--- config.mk ---
export PLATFORM = sky130hd
export DESIGN_NAME = iir_filter_transposed_direct_form
export DESIGN_NICKNAME = d
export VERILOG_FILES = /design/src/iir_tdf_pkg.sv /design/src/iir_tdf_ctrl.sv /design/src/iir_tdf_dp.sv /design/src/iir_filter_transposed_direct_form.sv
export SDC_FILE = /design/constraint.sdc
export NUM_CORES = 2
export LEC_CHECK = 0
export CELL_PAD_IN_SITES_DETAIL_PLACEMENT = 1
export CELL_PAD_IN_SITES_GLOBAL_PLACEMENT = 2
export CORE_MARGIN = 1.5
export CORE_UTILIZATION = 30
export DETAILED_ROUTE_END_ITERATION = 8
export DONT_BUFFER_PORTS = 1
export GPL_TIMING_DRIVEN = 0
export PLACE_DENSITY = 0.69
export SLEW_MARGIN = 20
export SYNTH_ARGS = -nofsm -noshare
export SYNTH_HDL_FRONTEND = slang
export SYNTH_HIERARCHICAL = 1
export SYNTH_SLANG_ARGS = --single-unit
--- constraint.sdc ---
create_clock -name clk -period 13.45 [get_ports clk]
set_input_delay 2.69 -clock clk [delete_from_list [all_inputs] [get_ports clk]]
set_output_delay 2.69 -clock clk [all_outputs]
set_load 0.05 [all_outputs]
--- src/iir_tdf_pkg.sv ---
package iir_tdf_pkg;

  localparam int SAMPLE_BITS_DEF    = 24;
  localparam int COEF_FRAC_BITS_DEF = 28;
  localparam int COEF_BITS          = 32;
  localparam int DELAY_BITS         = 56;
  localparam int CFG_IDX_BITS       = 3;

  // register map
  localparam logic [CFG_IDX_BITS-1:0] REG_B0 = 3'd0;
  localparam logic [CFG_IDX_BITS-1:0] REG_B1 = 3'd1;
  localparam logic [CFG_IDX_BITS-1:0] REG_B2 = 3'd2;
  localparam logic [CFG_IDX_BITS-1:0] REG_A1 = 3'd3;
  localparam logic [CFG_IDX_BITS-1:0] REG_A2 = 3'd4;
  localparam logic [CFG_IDX_BITS-1:0] REG_G0 = 3'd5;
  localparam logic [CFG_IDX_BITS-1:0] REG_G1 = 3'd6;

  // operand pair for the shared multiplier
  typedef enum logic [2:0] {
    MUL_G0X,
    MUL_G1X,
    MUL_B0X,
    MUL_B1X,
    MUL_B2X,
    MUL_A1Y,
    MUL_A2Y
  } mul_sel_t;

  // what the datapath does with the registered product
  typedef enum logic [2:0] {
    OP_NOP,
    OP_LD_D0,
    OP_LD_D1,
    OP_OUT,
    OP_T0,
    OP_T1,
    OP_D0,
    OP_D1
  } dp_op_t;

  typedef struct packed {
    logic     in_load;
    logic     mul_en;
    mul_sel_t mul_sel;
    dp_op_t   op;
    logic     out_load;
  } dp_cmd_t;

  typedef struct packed {
    logic out_free;
  } dp_stat_t;

endpackage

--- src/iir_tdf_ctrl.sv ---
module iir_tdf_ctrl
  import iir_tdf_pkg::*;
(
  input  logic     clk,
  input  logic     rst_n,
  input  logic     in_valid,
  input  logic     in_block_start,
  output logic     in_stall,
  output dp_cmd_t  cmd,
  input  dp_stat_t stat
);

  typedef enum logic [3:0] {
    S_IDLE,
    S_G0,
    S_G1,
    S_G2,
    S_B0,
    S_B1,
    S_B2,
    S_A1,
    S_A2,
    S_FIN,
    S_PUB
  } state_t;

  state_t state_r;
  state_t state_nxt;

  always_comb begin
    state_nxt    = state_r;
    cmd.in_load  = 1'b0;
    cmd.mul_en   = 1'b0;
    cmd.mul_sel  = MUL_B0X;
    cmd.op       = OP_NOP;
    cmd.out_load = 1'b0;
    unique case (state_r)
      S_IDLE: begin
        cmd.in_load = in_valid;
        if (in_valid) begin
          state_nxt = in_block_start ? S_G0 : S_B0;
        end
      end
      S_G0: begin
        cmd.mul_en  = 1'b1;
        cmd.mul_sel = MUL_G0X;
        state_nxt   = S_G1;
      end
      S_G1: begin
        cmd.mul_en  = 1'b1;
        cmd.mul_sel = MUL_G1X;
        cmd.op      = OP_LD_D0;
        state_nxt   = S_G2;
      end
      S_G2: begin
        cmd.mul_en  = 1'b1;
        cmd.mul_sel = MUL_B0X;
        cmd.op      = OP_LD_D1;
        state_nxt   = S_B1;
      end
      S_B0: begin
        cmd.mul_en  = 1'b1;
        cmd.mul_sel = MUL_B0X;
        state_nxt   = S_B1;
      end
      S_B1: begin
        cmd.mul_en  = 1'b1;
        cmd.mul_sel = MUL_B1X;
        cmd.op      = OP_OUT;
        state_nxt   = S_B2;
      end
      S_B2: begin
        cmd.mul_en  = 1'b1;
        cmd.mul_sel = MUL_B2X;
        cmd.op      = OP_T0;
        state_nxt   = S_A1;
      end
      S_A1: begin
        cmd.mul_en  = 1'b1;
        cmd.mul_sel = MUL_A1Y;
        cmd.op      = OP_T1;
        state_nxt   = S_A2;
      end
      S_A2: begin
        cmd.mul_en  = 1'b1;
        cmd.mul_sel = MUL_A2Y;
        cmd.op      = OP_D0;
        state_nxt   = S_FIN;
      end
      S_FIN: begin
        cmd.op    = OP_D1;
        state_nxt = S_PUB;
      end
      S_PUB: begin
        cmd.out_load = stat.out_free;
        if (stat.out_free) begin
          state_nxt = S_IDLE;
        end
      end
      default: begin
        state_nxt = S_IDLE;
      end
    endcase
  end

  assign in_stall = (state_r != S_IDLE);

  always_ff @(posedge clk) begin
    if (!rst_n) begin
      state_r <= S_IDLE;
    end else begin
      state_r <= state_nxt;
    end
  end

endmodule

--- src/iir_tdf_dp.sv ---
module iir_tdf_dp
  import iir_tdf_pkg::*;
#(
  parameter int SAMPLE_BITS    = SAMPLE_BITS_DEF,
  parameter int COEF_FRAC_BITS = COEF_FRAC_BITS_DEF
) (
  input  logic                    clk,
  input  logic                    rst_n,
  input  logic                    cfg_wr_en,
  input  logic [CFG_IDX_BITS-1:0] cfg_index,
  input  logic [COEF_BITS-1:0]    cfg_wdata,
  input  logic [SAMPLE_BITS-1:0]  in_sample_in,
  input  dp_cmd_t                 cmd,
  output dp_stat_t                stat,
  output logic                    out_valid,
  input  logic                    out_stall,
  output logic [SAMPLE_BITS-1:0]  out_sample_out,
  output logic                    out_clipped
);

  localparam int P_W   = COEF_BITS + SAMPLE_BITS;
  localparam int ACC_W = ((P_W > DELAY_BITS) ? P_W : DELAY_BITS) + 2;
  localparam logic [COEF_BITS-1:0] B0_RESET = COEF_BITS'(1) << COEF_FRAC_BITS;
  localparam logic signed [ACC_W-1:0] Y_MAX =
    {{(ACC_W-SAMPLE_BITS+1){1'b0}}, {(SAMPLE_BITS-1){1'b1}}};
  localparam logic signed [ACC_W-1:0] Y_MIN = ~Y_MAX;
  localparam logic signed [ACC_W-1:0] HALF  = ACC_W'(1) << (COEF_FRAC_BITS - 1);

  logic signed [COEF_BITS-1:0]   b0_r, b1_r, b2_r, a1_r, a2_r, g0_r, g1_r;
  logic signed [SAMPLE_BITS-1:0] x_r;
  logic signed [SAMPLE_BITS-1:0] y_r;
  logic                          clip_r;
  logic signed [DELAY_BITS-1:0]  d0_r, d1_r, t0_r, t1_r;
  logic signed [P_W-1:0]         p_r;
  logic                          out_valid_r;
  logic [SAMPLE_BITS-1:0]        out_sample_r;
  logic                          out_clip_r;

  logic signed [COEF_BITS-1:0]   mul_a;
  logic signed [SAMPLE_BITS-1:0] mul_b;
  logic signed [P_W-1:0]         mul_p;
  logic signed [ACC_W-1:0]       p_ext, d0_ext, acc, acc_sh;
  logic [DELAY_BITS-1:0]         p_d;
  logic signed [SAMPLE_BITS-1:0] y_nxt;
  logic                          clip_nxt;

  // configuration registers, bits above the register width already dropped
  always_ff @(posedge clk) begin
    if (!rst_n) begin
      b0_r <= B0_RESET;
      b1_r <= '0;
      b2_r <= '0;
      a1_r <= '0;
      a2_r <= '0;
      g0_r <= '0;
      g1_r <= '0;
    end else if (cfg_wr_en) begin
      unique case (cfg_index)
        REG_B0:  b0_r <= cfg_wdata;
        REG_B1:  b1_r <= cfg_wdata;
        REG_B2:  b2_r <= cfg_wdata;
        REG_A1:  a1_r <= cfg_wdata;
        REG_A2:  a2_r <= cfg_wdata;
        REG_G0:  g0_r <= cfg_wdata;
        REG_G1:  g1_r <= cfg_wdata;
        default: ;
      endcase
    end
  end

  // shared multiplier, one product per cycle
  always_comb begin
    mul_a = b0_r;
    mul_b = x_r;
    unique case (cmd.mul_sel)
      MUL_G0X: begin mul_a = g0_r; mul_b = x_r; end
      MUL_G1X: begin mul_a = g1_r; mul_b = x_r; end
      MUL_B0X: begin mul_a = b0_r; mul_b = x_r; end
      MUL_B1X: begin mul_a = b1_r; mul_b = x_r; end
      MUL_B2X: begin mul_a = b2_r; mul_b = x_r; end
      MUL_A1Y: begin mul_a = a1_r; mul_b = y_r; end
      MUL_A2Y: begin mul_a = a2_r; mul_b = y_r; end
      default: begin mul_a = b0_r; mul_b = x_r; end
    endcase
  end

  assign mul_p  = mul_a * mul_b;
  assign p_ext  = ACC_W'(p_r);
  assign d0_ext = ACC_W'(d0_r);
  assign p_d    = p_ext[DELAY_BITS-1:0];

  // round half up, then clamp to the sample range
  assign acc    = p_ext + d0_ext + HALF;
  assign acc_sh = acc >>> COEF_FRAC_BITS;

  always_comb begin
    y_nxt    = acc_sh[SAMPLE_BITS-1:0];
    clip_nxt = 1'b0;
    if (acc_sh > Y_MAX) begin
      y_nxt    = Y_MAX[SAMPLE_BITS-1:0];
      clip_nxt = 1'b1;
    end else if (acc_sh < Y_MIN) begin
      y_nxt    = Y_MIN[SAMPLE_BITS-1:0];
      clip_nxt = 1'b1;
    end
  end

  always_ff @(posedge clk) begin
    if (cmd.in_load) begin
      x_r <= in_sample_in;
    end
    if (cmd.mul_en) begin
      p_r <= mul_p;
    end
    unique case (cmd.op)
      OP_OUT: begin
        y_r    <= y_nxt;
        clip_r <= clip_nxt;
      end
      OP_T0:   t0_r <= p_d + d1_r;
      OP_T1:   t1_r <= p_d;
      default: ;
    endcase
    if (cmd.out_load) begin
      out_sample_r <= y_r;
      out_clip_r   <= clip_r;
    end
  end

  // delay line, wraps modulo 2^DELAY_BITS
  always_ff @(posedge clk) begin
    if (!rst_n) begin
      d0_r <= '0;
      d1_r <= '0;
    end else begin
      unique case (cmd.op)
        OP_LD_D0: d0_r <= p_d;
        OP_LD_D1: d1_r <= p_d;
        OP_D0:    d0_r <= t0_r - p_d;
        OP_D1:    d1_r <= t1_r - p_d;
        default:  ;
      endcase
    end
  end

  always_ff @(posedge clk) begin
    if (!rst_n) begin
      out_valid_r <= 1'b0;
    end else if (cmd.out_load) begin
      out_valid_r <= 1'b1;
    end else if (!out_stall) begin
      out_valid_r <= 1'b0;
    end
  end

  assign stat.out_free  = !out_valid_r || !out_stall;
  assign out_valid      = out_valid_r;
  assign out_sample_out = out_sample_r;
  assign out_clipped    = out_clip_r;

endmodule

--- src/iir_filter_transposed_direct_form.sv ---
// Biquad IIR, transposed direct form II, one shared 32 x SAMPLE_BITS multiplier.
// Samples are taken one at a time: a new input transfer waits until the previous
// result has moved into the output register. The five products of a sample, seven
// on a block start, go one after another through the single multiplier.
// Reset (rst_n low, synchronous): delays cleared, b0 = 1.0, other coefficient
// registers 0, no result pending.
module iir_filter_transposed_direct_form
  import iir_tdf_pkg::*;
#(
  parameter int SAMPLE_BITS    = SAMPLE_BITS_DEF,
  parameter int COEF_FRAC_BITS = COEF_FRAC_BITS_DEF
) (
  input  logic                    clk,
  input  logic                    rst_n,
  // configuration writes, only while idle
  input  logic                    cfg_wr_en,
  input  logic [CFG_IDX_BITS-1:0] cfg_index,
  input  logic [COEF_BITS-1:0]    cfg_wdata,
  // sample input
  input  logic                    in_valid,
  output logic                    in_stall,
  input  logic [SAMPLE_BITS-1:0]  in_sample_in,
  input  logic                    in_block_start,
  // filtered output
  output logic                    out_valid,
  input  logic                    out_stall,
  output logic [SAMPLE_BITS-1:0]  out_sample_out,
  output logic                    out_clipped
);

  // Schedule per sample (one product issued per step, used on the next):
  //   block start: g0*x -> d0, g1*x -> d1
  //   b0*x + d0 -> y (rounded, saturated)
  //   b1*x + d1 -> t0, b2*x -> t1, d0 = t0 - a1*y, d1 = t1 - a2*y
  // The result sits in an output register; the next transfer is taken once
  // the finished one has moved into it.

  dp_cmd_t  cmd;
  dp_stat_t stat;

  iir_tdf_ctrl u_ctrl (
    .clk            (clk),
    .rst_n          (rst_n),
    .in_valid       (in_valid),
    .in_block_start (in_block_start),
    .in_stall       (in_stall),
    .cmd            (cmd),
    .stat           (stat)
  );

  iir_tdf_dp #(
    .SAMPLE_BITS    (SAMPLE_BITS),
    .COEF_FRAC_BITS (COEF_FRAC_BITS)
  ) u_dp (
    .clk            (clk),
    .rst_n          (rst_n),
    .cfg_wr_en      (cfg_wr_en),
    .cfg_index      (cfg_index),
    .cfg_wdata      (cfg_wdata),
    .in_sample_in   (in_sample_in),
    .cmd            (cmd),
    .stat           (stat),
    .out_valid      (out_valid),
    .out_stall      (out_stall),
    .out_sample_out (out_sample_out),
    .out_clipped    (out_clipped)
  );

endmodule

==> qor.csv <==
metric,value,unit
total clock sinks,583,
Worst Hold Class,reg -> reg,
RePlAce Congestion,0.940,
Synth Warn #,6,
CTS Buf Count,75,
CP required,13930,ps
Post-synth EDFFs,242,
first-pass GRT wire length,377000,µm
Layout Nets,8369,
crit-path max cell delay,940,ps
Routed WL,257000,µm
HPWL after detailed placement,213000,µm
post-synth net total,8260,
cell taking the most area after synthesis,fa_1,
Max Transition Viols Final,0,
die outline width,457,µm
initial antenna violation count,3,
DRT iter0 DRCs,3116,
Root Buffer,clkbuf_16,
number of H-tree levels,3,
via count,51400,
layout cells sized above 1,4.42,%
Synth Area in Adders,34.1,%
post-layout min period,13150,ps
cell count after synthesis,6984,
worst skew pair latency,730,ps
Setup Buffers After CTS,0,
final cell count without fillers,9844,
Synth top area share,25.5,%
die height,457,µm
Final setup viols,0,
"Primary FF master, synth",dfxtp_1,
synthesized area,0.0618,mm²
drt drc,0,
largest family of logic cells by synthesized area,adder cells,
IO Pins,92,
PnR worst setup slack,303,ps
"Hold Violations, Final",0,
crit path max-delay cell type,clkdlybuf4s15_1,
maximum number of pins on one net before global-route repair,44,
Max Clk Rate,76.1,MHz
Worst Tran Pin Value,1380,ps
total track usage,24.4,%
TritonCTS clock tree,done,
outcome,finished clean,
clk buf depth,3,
Buffers on Ports,0,
XOR/XNOR share of the synthesized area,3.16,%
"Seq/Total Area, Yosys",22.8,%
#FFs+latches synth,583,
syn avg cell area,8.85,µm²
compound-gate portion of the synthesized area,14.8,%
grt total ovfl,0,
Simple-Gate Fraction of Synth Area,14.5,%
Starting Density,30.2,%
RSZ-0062 raised after global routing,false,
"Reg clk slew, reported paths",60,ps
Die Area,0.209,mm²
asr flop ratio synth,0,%
Placement Setup Slack,-569,ps
Buffers & Inverters on Critical Path,11,
Std-Cell Rows,166,
post-synthesis mux area share,3.01,%
"count leader, synth",nand2_1,
CP endpoint kind,flop,
# Max-Cap Violations,0,
crit start category,flop,
Avg Vias per Cell,5.22,
Worst path top cell family by delay,adder cells,
clk_skew,42.4,ps
CP dominant cell by count,fa_1,
P&R area growth vs syn,10.5,%
Commonest cells post-synth,"nand2_1, inv_1, fa_1, a21oi_1, nor2_1",
Synth area leaders,"fa_1, edfxtp_1, dfxtp_1",
Final Cycle Share,97.8,%
Fin Hold WS,453,ps
library cells used by synthesis,106,
vias in the first global route,55100,
Final TNS setup,0,ps
Inst Count DP,9704,
core area,0.205,mm²
post-route ant nets,0,
Crit Path Category,reg -> reg,
worst path arrival time,13630,ps
DRT Pass-1 Iters,6,
WL/cell,26.1,µm
crit-path max FO,10,
Worst slew margin,5.58,%
-- cell type report --
class,count,area [µm²]
inverters,910,3420
clock inverters,40,520
repair buffers,32,370
clock buffers,98,2020
fillers,23900,136000
well taps,2688,3360
flip-flops and latches,583,14100
plain buffers,344,1390
diodes,2,5.00
multi-input cells,5147,43200
-- layout by cell type (no fill, tap or decap), types with 15 or more instances in the layout --
cell and instances:
a31oi_1 35, o21bai_1 41, and2_1 52, nor2_1 580
a21o_1 164, nor2b_1 57, buf_1 17, dfxtp_1 341
fa_1 786, mux2_2 50, and3_1 41, edfxtp_1 242
nand4_1 54, buf_2 15, clkbuf_2 18, o21ai_0 196
nand2_1 1045, buf_6 15, nor3_1 44, nand2b_1 54
clkbuf_16 75, o22ai_1 25, xnor2_1 149, clkbuf_1 304
o22a_1 20, xor2_1 71, a21oi_1 586, a211oi_1 114
o211ai_1 23, mux2i_1 113, o21a_1 50, inv_1 907
ha_1 425, nand3_1 75
-- worst paths after layout --
kind | start | to | slack, ps | depth (start not counted)
hold reg to reg | u_dp/b1_r[1] | u_dp/b1_r[1] | 450 | 2
hold / removal | u_dp/b1_r[1] | u_dp/b1_r[1] | 450 | 2
setup reg to reg | u_ctrl/state_r[1] | u_dp/p_d[55] | 300 | 34
setup / recovery | u_ctrl/state_r[1] | u_dp/p_d[55] | 300 | 34
-- stage by stage --
stage                     cell area, µm²  utilization (%)
after floorplan                    61800                -
after global placement             65200             31.8
after detailed placement           65700             32.1
after CTS                          68300             33.3
after global routing               68300             33.4
final                              68300             33.4
-- flip-flops by register name, summed over array words and instances (netlist names), 56 cells and up --
| register | cells |
|---|---|
| u_dp/d0_r | 56 |
| u_dp/p_d | 56 |
| u_dp/t1_r | 56 |
| u_dp/t0_r | 56 |
| u_dp/d1_r | 56 |
-- what timing repair did --
item,in CTS,in global routing
resized for setup,6,24
cloned,0,0
hold buffers,0,0
endpoints found under the setup margin,6,6
endpoints found under the hold margin,0,0
-- worst register-to-register path: cells and delay by family, from the launching register on --
kind                       cells  cell delay [ps]
xor gates and xnor gates       1              110
buffers and inverters         11             4010
adders and majority gates      8             4010
and+or+nand+nor                4             1300
AOI/OAI and AO/OA             10             3010
DFF                            1              460
-- per-layer routing --
metal	share of wire, %	global-route usage [%]	wire (µm)
met5	0	0	0
met3	4.2	2.99	10800
met4	4.4	9.63	11400
met1	44	31.5	112000
met2	48	41.5	123000
-- cells by family after synthesis --
family | Yosys count
AO/OA/AOI/OAI | 1447
XOR/XNOR | 222
adder cells (fa/ha/maj) | 1211
buffers and inverters | 1254
flip-flops | 583
multiplexers | 174
AND/OR/NAND/NOR | 2093
Power is not shown: default switching activity piles up to over one toggle a cycle in this logic, so the estimate is an artifact.
